==> src/design/arm_pkg.sv <==
// Shared types, codes and constants for the address region map.
package arm_pkg;

  localparam int ADDR_W = 48;
  localparam int DEFAULT_SLOTS = 64;
  // Wide enough for the largest supported slot count.
  localparam int IDX_W = 10;
  localparam int CNT_W_MAX = 11;
  localparam int SEARCH_TRIES = 100;
  localparam logic [ADDR_W-1:0] ADDR_MASK = 48'hFFFF_FFFF_FFFF;
  localparam logic [ADDR_W-1:0] DEFAULT_HINT = 48'h0000_7000_0000;
  localparam logic [ADDR_W-1:0] SEARCH_STEP = 48'h0000_0010_0000;
  localparam logic [ADDR_W-1:0] RESET_LOWEST = 48'h0000_0001_0000;
  localparam logic [ADDR_W-1:0] RESET_HIGHEST = 48'h0000_7FFF_F000;

  localparam logic [2:0] CMD_SEARCH = 3'd0;
  localparam logic [2:0] CMD_FIXED = 3'd1;
  localparam logic [2:0] CMD_REMOVE = 3'd2;
  localparam logic [2:0] CMD_PROTECT = 3'd3;
  localparam logic [2:0] CMD_LOOKUP = 3'd4;

  localparam logic [2:0] ST_OK = 3'd0;
  localparam logic [2:0] ST_BAD_SIZE = 3'd1;
  localparam logic [2:0] ST_NO_SPACE = 3'd2;
  localparam logic [2:0] ST_FULL = 3'd3;
  localparam logic [2:0] ST_NOT_FOUND = 3'd4;

  localparam logic CFG_LOWEST = 1'b0;
  localparam logic CFG_HIGHEST = 1'b1;

  typedef enum logic [1:0] {
    OP_SCAN,
    OP_REMOVE,
    OP_PROTECT,
    OP_LOOKUP
  } arm_op_t;

  typedef struct packed {
    logic [2:0]  command;
    logic [47:0] address;
    logic [47:0] end_address;
    logic [47:0] length;
    logic [2:0]  protection;
    logic [15:0] map_flags;
    logic [47:0] object_offset;
    logic [15:0] object_id;
  } arm_req_t;

  typedef struct packed {
    logic [2:0]  status;
    logic [47:0] placed_address;
    logic [47:0] found_start;
    logic [47:0] found_end;
    logic [2:0]  found_protection;
    logic [15:0] found_flags;
    logic [47:0] found_offset;
    logic [15:0] found_object;
    logic [6:0]  region_total;
  } arm_rsp_t;

  // One stored region.
  typedef struct packed {
    logic [47:0] start;
    logic [47:0] stop;
    logic [2:0]  prot;
    logic [15:0] flags;
    logic [47:0] offset;
    logic [15:0] obj;
  } arm_rec_t;

  // What travels from cell to cell with the pass token.
  typedef struct packed {
    logic             tok;
    logic             ovl;
    logic             free_ok;
    logic [IDX_W-1:0] free_idx;
    logic [CNT_W_MAX-1:0] removed;
    logic             hit;
    arm_rec_t         hit_rec;
  } arm_acc_t;

  // Broadcast query seen by every cell.
  typedef struct packed {
    arm_op_t     op;
    logic [47:0] lo;
    logic [47:0] hi;
    logic [2:0]  prot;
  } arm_query_t;

endpackage

==> src/design/arm_cell.sv <==
// One region slot of the chain: holds a region and updates the passing beat.
module arm_cell #(
  parameter int IDX = 0
) (
  input  logic                     clk,
  input  logic                     rst,
  input  arm_pkg::arm_query_t      query,
  input  logic                     wr_en,
  input  logic [arm_pkg::IDX_W-1:0] wr_slot,
  input  arm_pkg::arm_rec_t        wr_rec,
  input  arm_pkg::arm_acc_t        acc_in,
  output arm_pkg::arm_acc_t        acc_out
);
  import arm_pkg::*;

  logic     valid;
  arm_rec_t rec;
  logic     ovl_hit;
  logic     inside_hit;
  logic     look_hit;
  arm_acc_t acc_next;

  // Range tests against the broadcast query.
  assign ovl_hit    = valid && (rec.start < query.hi) && (rec.stop > query.lo);
  assign inside_hit = valid && (rec.start >= query.lo) && (rec.stop <= query.hi);
  assign look_hit   = valid && (query.lo >= rec.start) && (query.lo < rec.stop);

  // Fold this slot into the beat that is passing through.
  always_comb begin
    acc_next = acc_in;
    if (acc_in.tok) begin
      case (query.op)
        OP_SCAN: begin
          acc_next.ovl = acc_in.ovl | ovl_hit;
          if (!acc_in.free_ok && !valid) begin
            acc_next.free_ok  = 1'b1;
            acc_next.free_idx = IDX_W'(IDX);
          end
        end
        OP_REMOVE: begin
          if (inside_hit) begin
            acc_next.removed = acc_in.removed + 1'b1;
          end
        end
        OP_LOOKUP: begin
          if (!acc_in.hit && look_hit) begin
            acc_next.hit     = 1'b1;
            acc_next.hit_rec = rec;
          end
        end
        default: ;
      endcase
    end
  end

  // Hand the beat to the next cell.
  always_ff @(posedge clk) begin
    if (rst) begin
      acc_out.tok <= 1'b0;
    end else begin
      acc_out.tok <= acc_next.tok;
    end
    acc_out.ovl      <= acc_next.ovl;
    acc_out.free_ok  <= acc_next.free_ok;
    acc_out.free_idx <= acc_next.free_idx;
    acc_out.removed  <= acc_next.removed;
    acc_out.hit      <= acc_next.hit;
    acc_out.hit_rec  <= acc_next.hit_rec;
  end

  // Slot state: insert, remove and protection updates.
  always_ff @(posedge clk) begin
    if (rst) begin
      valid <= 1'b0;
    end else if (wr_en && wr_slot == IDX_W'(IDX)) begin
      valid <= 1'b1;
    end else if (acc_in.tok && query.op == OP_REMOVE && inside_hit) begin
      valid <= 1'b0;
    end
    if (wr_en && wr_slot == IDX_W'(IDX)) begin
      rec <= wr_rec;
    end else if (acc_in.tok && query.op == OP_PROTECT && ovl_hit) begin
      rec.prot <= query.prot;
    end
  end

endmodule

==> config.mk <==
export PLATFORM = sky130hd
export DESIGN_NAME = arm_cell
export DESIGN_NICKNAME = d
export VERILOG_FILES = /design/src/design/arm_pkg.sv /design/src/design/arm_cell.sv
export SDC_FILE = /design/constraint.sdc
export NUM_CORES = 1
export LEC_CHECK = 0
export BUFFER_PORTS_ARGS = -buffer_cell sky130_fd_sc_hd__buf_2
export CORE_AREA = 2 2 271 273
export CTS_CLUSTER_SIZE = 12
export DETAILED_ROUTE_END_ITERATION = 8
export DIE_AREA = 0 0 273 275
export PLACE_DENSITY = 0.49
export RECOVER_POWER = 50
export REMOVE_ABC_BUFFERS = 1
export SKIP_CTS_REPAIR_TIMING = 1
export SYNTH_ARGS = -nofsm -noshare
export SYNTH_HDL_FRONTEND = slang
export SYNTH_SLANG_ARGS = --single-unit
==> constraint.sdc <==
create_clock -name clk -period 7.05 [get_ports clk]
set_clock_uncertainty 0.05 [all_clocks]
set_input_delay 0.705 -clock clk [delete_from_list [all_inputs] [get_ports clk]]
set_output_delay 0.705 -clock clk [all_outputs]
set_load 0.05 [all_outputs]
== Word-level counts from Yosys, hierarchy flattened ==
Index checks and enable logic that the tools add are counted.
Operators by class
  add/subtract/negate cells: 1
  magnitude comparators: 6
  equal/unequal tests: 3
  multiplexer cells: 11
  bitwise logic cells: 1
  reductions and logical operators: 20
Operators with widths (count)
  180-bit 2-to-1 mux: 2
  203-bit 2-to-1 mux: 1
  48-bit greater-or-equal comparator: 2
  48-bit < comparator: 2
  48-bit > comparator: 1
  48-bit <= comparator: 1
  11-bit 2-to-1 mux: 3
  1-bit logical AND: 13
  12-bit 2-to-1 mux: 1
  11-bit by 1-bit adder with 11-bit output, second input constant: 1
  10-bit logical NOT: 1
  3-bit 2-to-1 mux: 2
  2-bit == test, second input constant: 2
  2-bit nonzero test: 2
  1-bit logical NOT: 3
  2-bit by 1-bit == test with 1-bit output, second input constant: 1
  2-bit logical NOT: 1
  1-bit 2-to-1 mux: 2
  1-bit OR: 1
Storage, ports and cells
  register bits: 384
  bits of input ports: 497
  output and inout bits: 204
  word-level logic and storage cells: 61

== Longest topological paths before layout ==
  depth after elaboration: 7
  gate-level depth with buffers: 13
  depth with buffers taken out: 10

== Worst setup path before layout ==
OpenSTA, ideal clock, no wires.
  kind: input to register
  start point: in wr_slot[2] in the netlist's numbering
  end point: reg rec[0] in the netlist's numbering (enable)
  setup time: 0.530 ns
  arrival time: 4.640 ns
  required time: 6.470 ns
  slack: 1.830 ns
  stages on the path: 3
  path buffers: 0
  cell sequence: nor4b_1 -> nand3_1 -> inv_1
Between the ends
  longest elaborated chain between the ends: 2
RTL lines
  from (decl): RTL line arm_cell.sv:9  | input logic [arm_pkg::IDX_W-1:0] wr_slot,
  10-bit logical NOT: RTL line arm_cell.sv:80  | if (wr_en && wr_slot == IDX_W'(IDX)) begin
  1-bit logical AND: RTL line arm_cell.sv:80
  to (signal assigned): RTL line arm_cell.sv:81  | rec <= wr_rec;
  to (decl): RTL line arm_cell.sv:17  | arm_rec_t rec;
No other way between the ends.
A chain may end at the register's enable or synchronous reset.

==> metrics.md <==
| Metric | Value |
|---|---|
| Status | `finished clean` |
| Total Routed Length | `60.0 mm` |
| Dominant cell type by area after synthesis | `edfxtp_1` |
| Fin. Hold Viols | `0` |
| Arrival @ worst endpoint | `4.86 ns` |
| Nets | `2712` |
| Total CTS buffers | `43` |
| Worst Setup Path Type | `reg2reg` |
| Reg2reg setup slack | `2.58 ns` |
| Detail Placement HPWL | `50.0 mm` |
| Die ar. | `0.0751 mm²` |
| RSZ-0062 raised after global routing | `no` |
| DR iter-0 viols | `397` |
| Smallest hold slack | `0.257 ns` |
| Starting density of the core | `a little under a quarter` |
| Worst-path clk slew | `0.06 ns` |
| Root buf cell | `clkbuf_16` |
| Asr flop ratio synth | `0%` |
| Worst reg2reg path depth | `11` |
| Final Instance Count excl. Fillers | `3020` |
| Yosys reg bits | `around 380` |
| H-tree level count | `2` |
| CTS Sinks | `384` |
| Die Y | `about 280 µm` |
| Area Growth Syn to Fin | `33.1%` |
| Inst Count DP | `between 2k and 3k` |
| Seq/Total Area, Yosys | `55.0%` |
| Max FO, Critical Path | `96` |
| Fillers | `about 7.6k` |
| CTS tree | `done` |
| Post-synth EDFFs | `179` |
| Slew Limit Fails | `0` |
| Synthesized instance count | `~1.3k` |
| P_leak | `0.0106 µW` |
| Power per cell area | `between 200 and 250 mW/mm²` |
| Largest net degree at the start of global routing | `104` |
| Slowest CP cell | `or4_4` |
| Final min period | `4.47 ns` |
| CP max stage delay | `0.81 ns` |
| # IOs | `around 700` |
| Data required, critical path | `about 7.5 ns` |
| Slew margin rel. | `17.2%` |
| Mapped Area | `about 0.017 mm²` |
| Reg-to-reg critical path endpoint | `acc_out[79]$_DFF_P_` |
| Layout cells sized above 1 | `36.2%` |
| Worst hold path class | `in2reg` |
| Final Setup Violations | `0` |
| Port Buf Inserts | `700` |
| Site Rows | `99` |
| GR Overflow Total | `0` |
| Distinct cells, synth | `55` |
| Drt drc | `0` |
| Area share of the largest cell type after synthesis | `a little under a third` |
| First-pass GRT wire length | `between 80 and 90 mm` |
| Type of origin of the critical path | `flop` |
| Period Utilization, post-route | `63.4%` |
| Clock Latency Late Sink | `around 0.57 ns` |
| Dominant synthesized flop cell | `dfxtp_1` |
| Vias | `12.7k` |
| Clock buffer depth | `3` |
| DR WL/cell | `19.9 µm` |
| CP Capture Type | `flop` |
| Max Clk Rate | `0.224 GHz` |
| GP Congestion | `0.893` |
| Antenna violations before repair | `18` |
| Gr usage total | `15.3%` |
| Synth warn | `0` |
| Synth top area cells | `edfxtp_1, dfxtp_1, ha_1` |
| Syn Area/Cell | `13.3 µm²` |
| Die Wd | `273 µm` |
| Slew @ Worst Pin | `1.23 ns` |
| Maxcap violations | `0` |
| Core Box Area | `0.0723 mm²` |
| Crit-path cells | `inv_1 > ha_1 > nand2_1 > nor2_1 > a211oi_1 > o21ai_0 > a22o_1 > or4_1 > or4_4 > buf_12 > mux2_4` |
| Hold path depth | `1` |
| Post-route ant nets | `0` |
| VDD IR max | `170 µV` |
| Hold path startpoint | `wr_rec[112]` |
| Vias in the first global route | `13.8k` |
| DRT Pass-1 Iters | `5` |
| Vias per cell | `4.21` |
| Worst flop-to-flop path startpoint | `rec[114]$_DFFE_PP_` |
| Hold endpoint | `rec[112]$_DFFE_PP_` |
| Power, Total | `5260 µW` |
[cell usage after synthesis, types with 2 or more instances]
cell type / count
ha_1: 191
nor3_1: 11
nand2_1: 42
or4_1: 5
nand4b_1: 2
edfxtp_1: 179
o21ai_0: 30
xor2_1: 5
mux2_4: 110
or2_2: 2
nand3_1: 16
a211oi_1: 10
a211o_1: 2
nor2b_1: 20
o211ai_1: 4
nand4_1: 45
xnor2_1: 5
o21a_1: 3
buf_8: 11
a21o_1: 22
inv_1: 154
a21oi_1: 67
o21ai_1: 3
a2111oi_0: 2
buf_2: 7
nor4_1: 15
a221oi_1: 3
nand2b_1: 5
dfxtp_1: 205
and3_1: 3
o31ai_1: 3
buf_6: 2
nor2_1: 18
mux2_2: 70
[registers in the layout (all words and copies together) (netlist names)]
signal,flops
acc_out,204
valid,1
rec,179
[worst max path at each step]
| stage | start | to | slack (ns) | cells after the start |
|---|---|---|---|---|
| after floorplan | query[58] | acc_out[0]$_DFF_P_ | -1.24 | 9 |
| after global placement | query[96] | acc_out[48]$_DFF_P_ | 2.26 | 10 |
| after detailed placement | query[96] | acc_out[19]$_DFF_P_ | 2.19 | 10 |
| after CTS | rec[114]$_DFFE_PP_ | acc_out[19]$_DFF_P_ | 2.43 | 10 |
| after global routing | rec[114]$_DFFE_PP_ | acc_out[9]$_DFF_P_ | 2.18 | 10 |
| final | rec[114]$_DFFE_PP_ | acc_out[79]$_DFF_P_ | 2.58 | 11 |
[layout by cell type, fill, tap and decap left out, types with 3 or more instances in the layout]
cell type,instances
buf_2,488
clkbuf_1,226
dfxtp_1,205
ha_1,191
edfxtp_1,179
inv_1,153
mux2_4,110
mux2_2,70
a21oi_1,67
nand4_1,45
clkbuf_16,45
nand2_1,42
o21ai_0,30
a21o_1,22
nor2b_1,20
nor2_1,18
nand3_1,16
nor4_1,15
nor3_1,11
a211oi_1,10
nand2b_1,5
xnor2_1,5
xor2_1,5
clkbuf_8,5
clkinv_2,5
buf_4,5
diode_2,4
o211ai_1,4
or4_1,4
o21a_1,3
a221oi_1,3
and3_1,3
o31ai_1,3
o21ai_1,3
clkinv_1,3
[cell type report]
class | instances | area [µm²] | share of cell area [%]
Clock buffer | 64 | 1250 | 5.44
Inverter | 154 | 586 | 2.55
Timing Repair Buffer | 707 | 3320 | 14.5
Antenna cell | 4 | 10.0 | 0.0436
Clock inverter | 14 | 146 | 0.638
Sequential cell | 384 | 9480 | 41.3
Tap cell | 959 | 1200 | 5.23
Multi-Input combinational cell | 734 | 6960 | 30.3
[metal layers]
metal	GRT usage (%)	up-vias	part of all wire, %
met2	28.2	469	51
met3	4.63	93	7.6
li1	-	6177	-
met4	3.57	16	2.0
met1	17.2	5966	39
met5	0	-	0.17
[report_power, final]
part           internal [µW]  total [µW]  switching (µW)
clock                   1300        2210             912
combinational            234         637             403
sequential              2390        2410            18.9
[stage by stage]
stage / TNS (ns) / setup slack [ns] / instance area [µm²] / util, %
final: 0 / 2.58 / 22900 / 31.7
after floorplan: -213.03 / -1.24 / 17000 / -
after detailed placement: 0 / 2.19 / 21800 / 30.1
after CTS: 0 / 2.43 / 23200 / 32.1
after global routing: 0 / 2.18 / 22900 / 31.7
after global placement: 0 / 2.26 / 21800 / 30.1
[critical path, delay by kind of cell, from the launching register on]
family                     cells  cell delay, ns
and+or+nand+nor                4            1.41
AOI/OAI and AO/OA              3            0.83
DFF                            1            0.58
muxes                          1            0.46
buffers and inverters          2            0.39
adders and majority gates      1            0.33
[cells by family after synthesis]
group / count (synthesis) / synth area share, %
flops: 384 / 55.0
fa+ha+maj: 191 / 13.9
simple gates: 187 / 5.81
mux: 180 / 14.2
buf+inv: 175 / 4.67
compound gates: 166 / 6.00
xor+xnor: 10 / 0.508
Power figures use the tool's default switching activity.
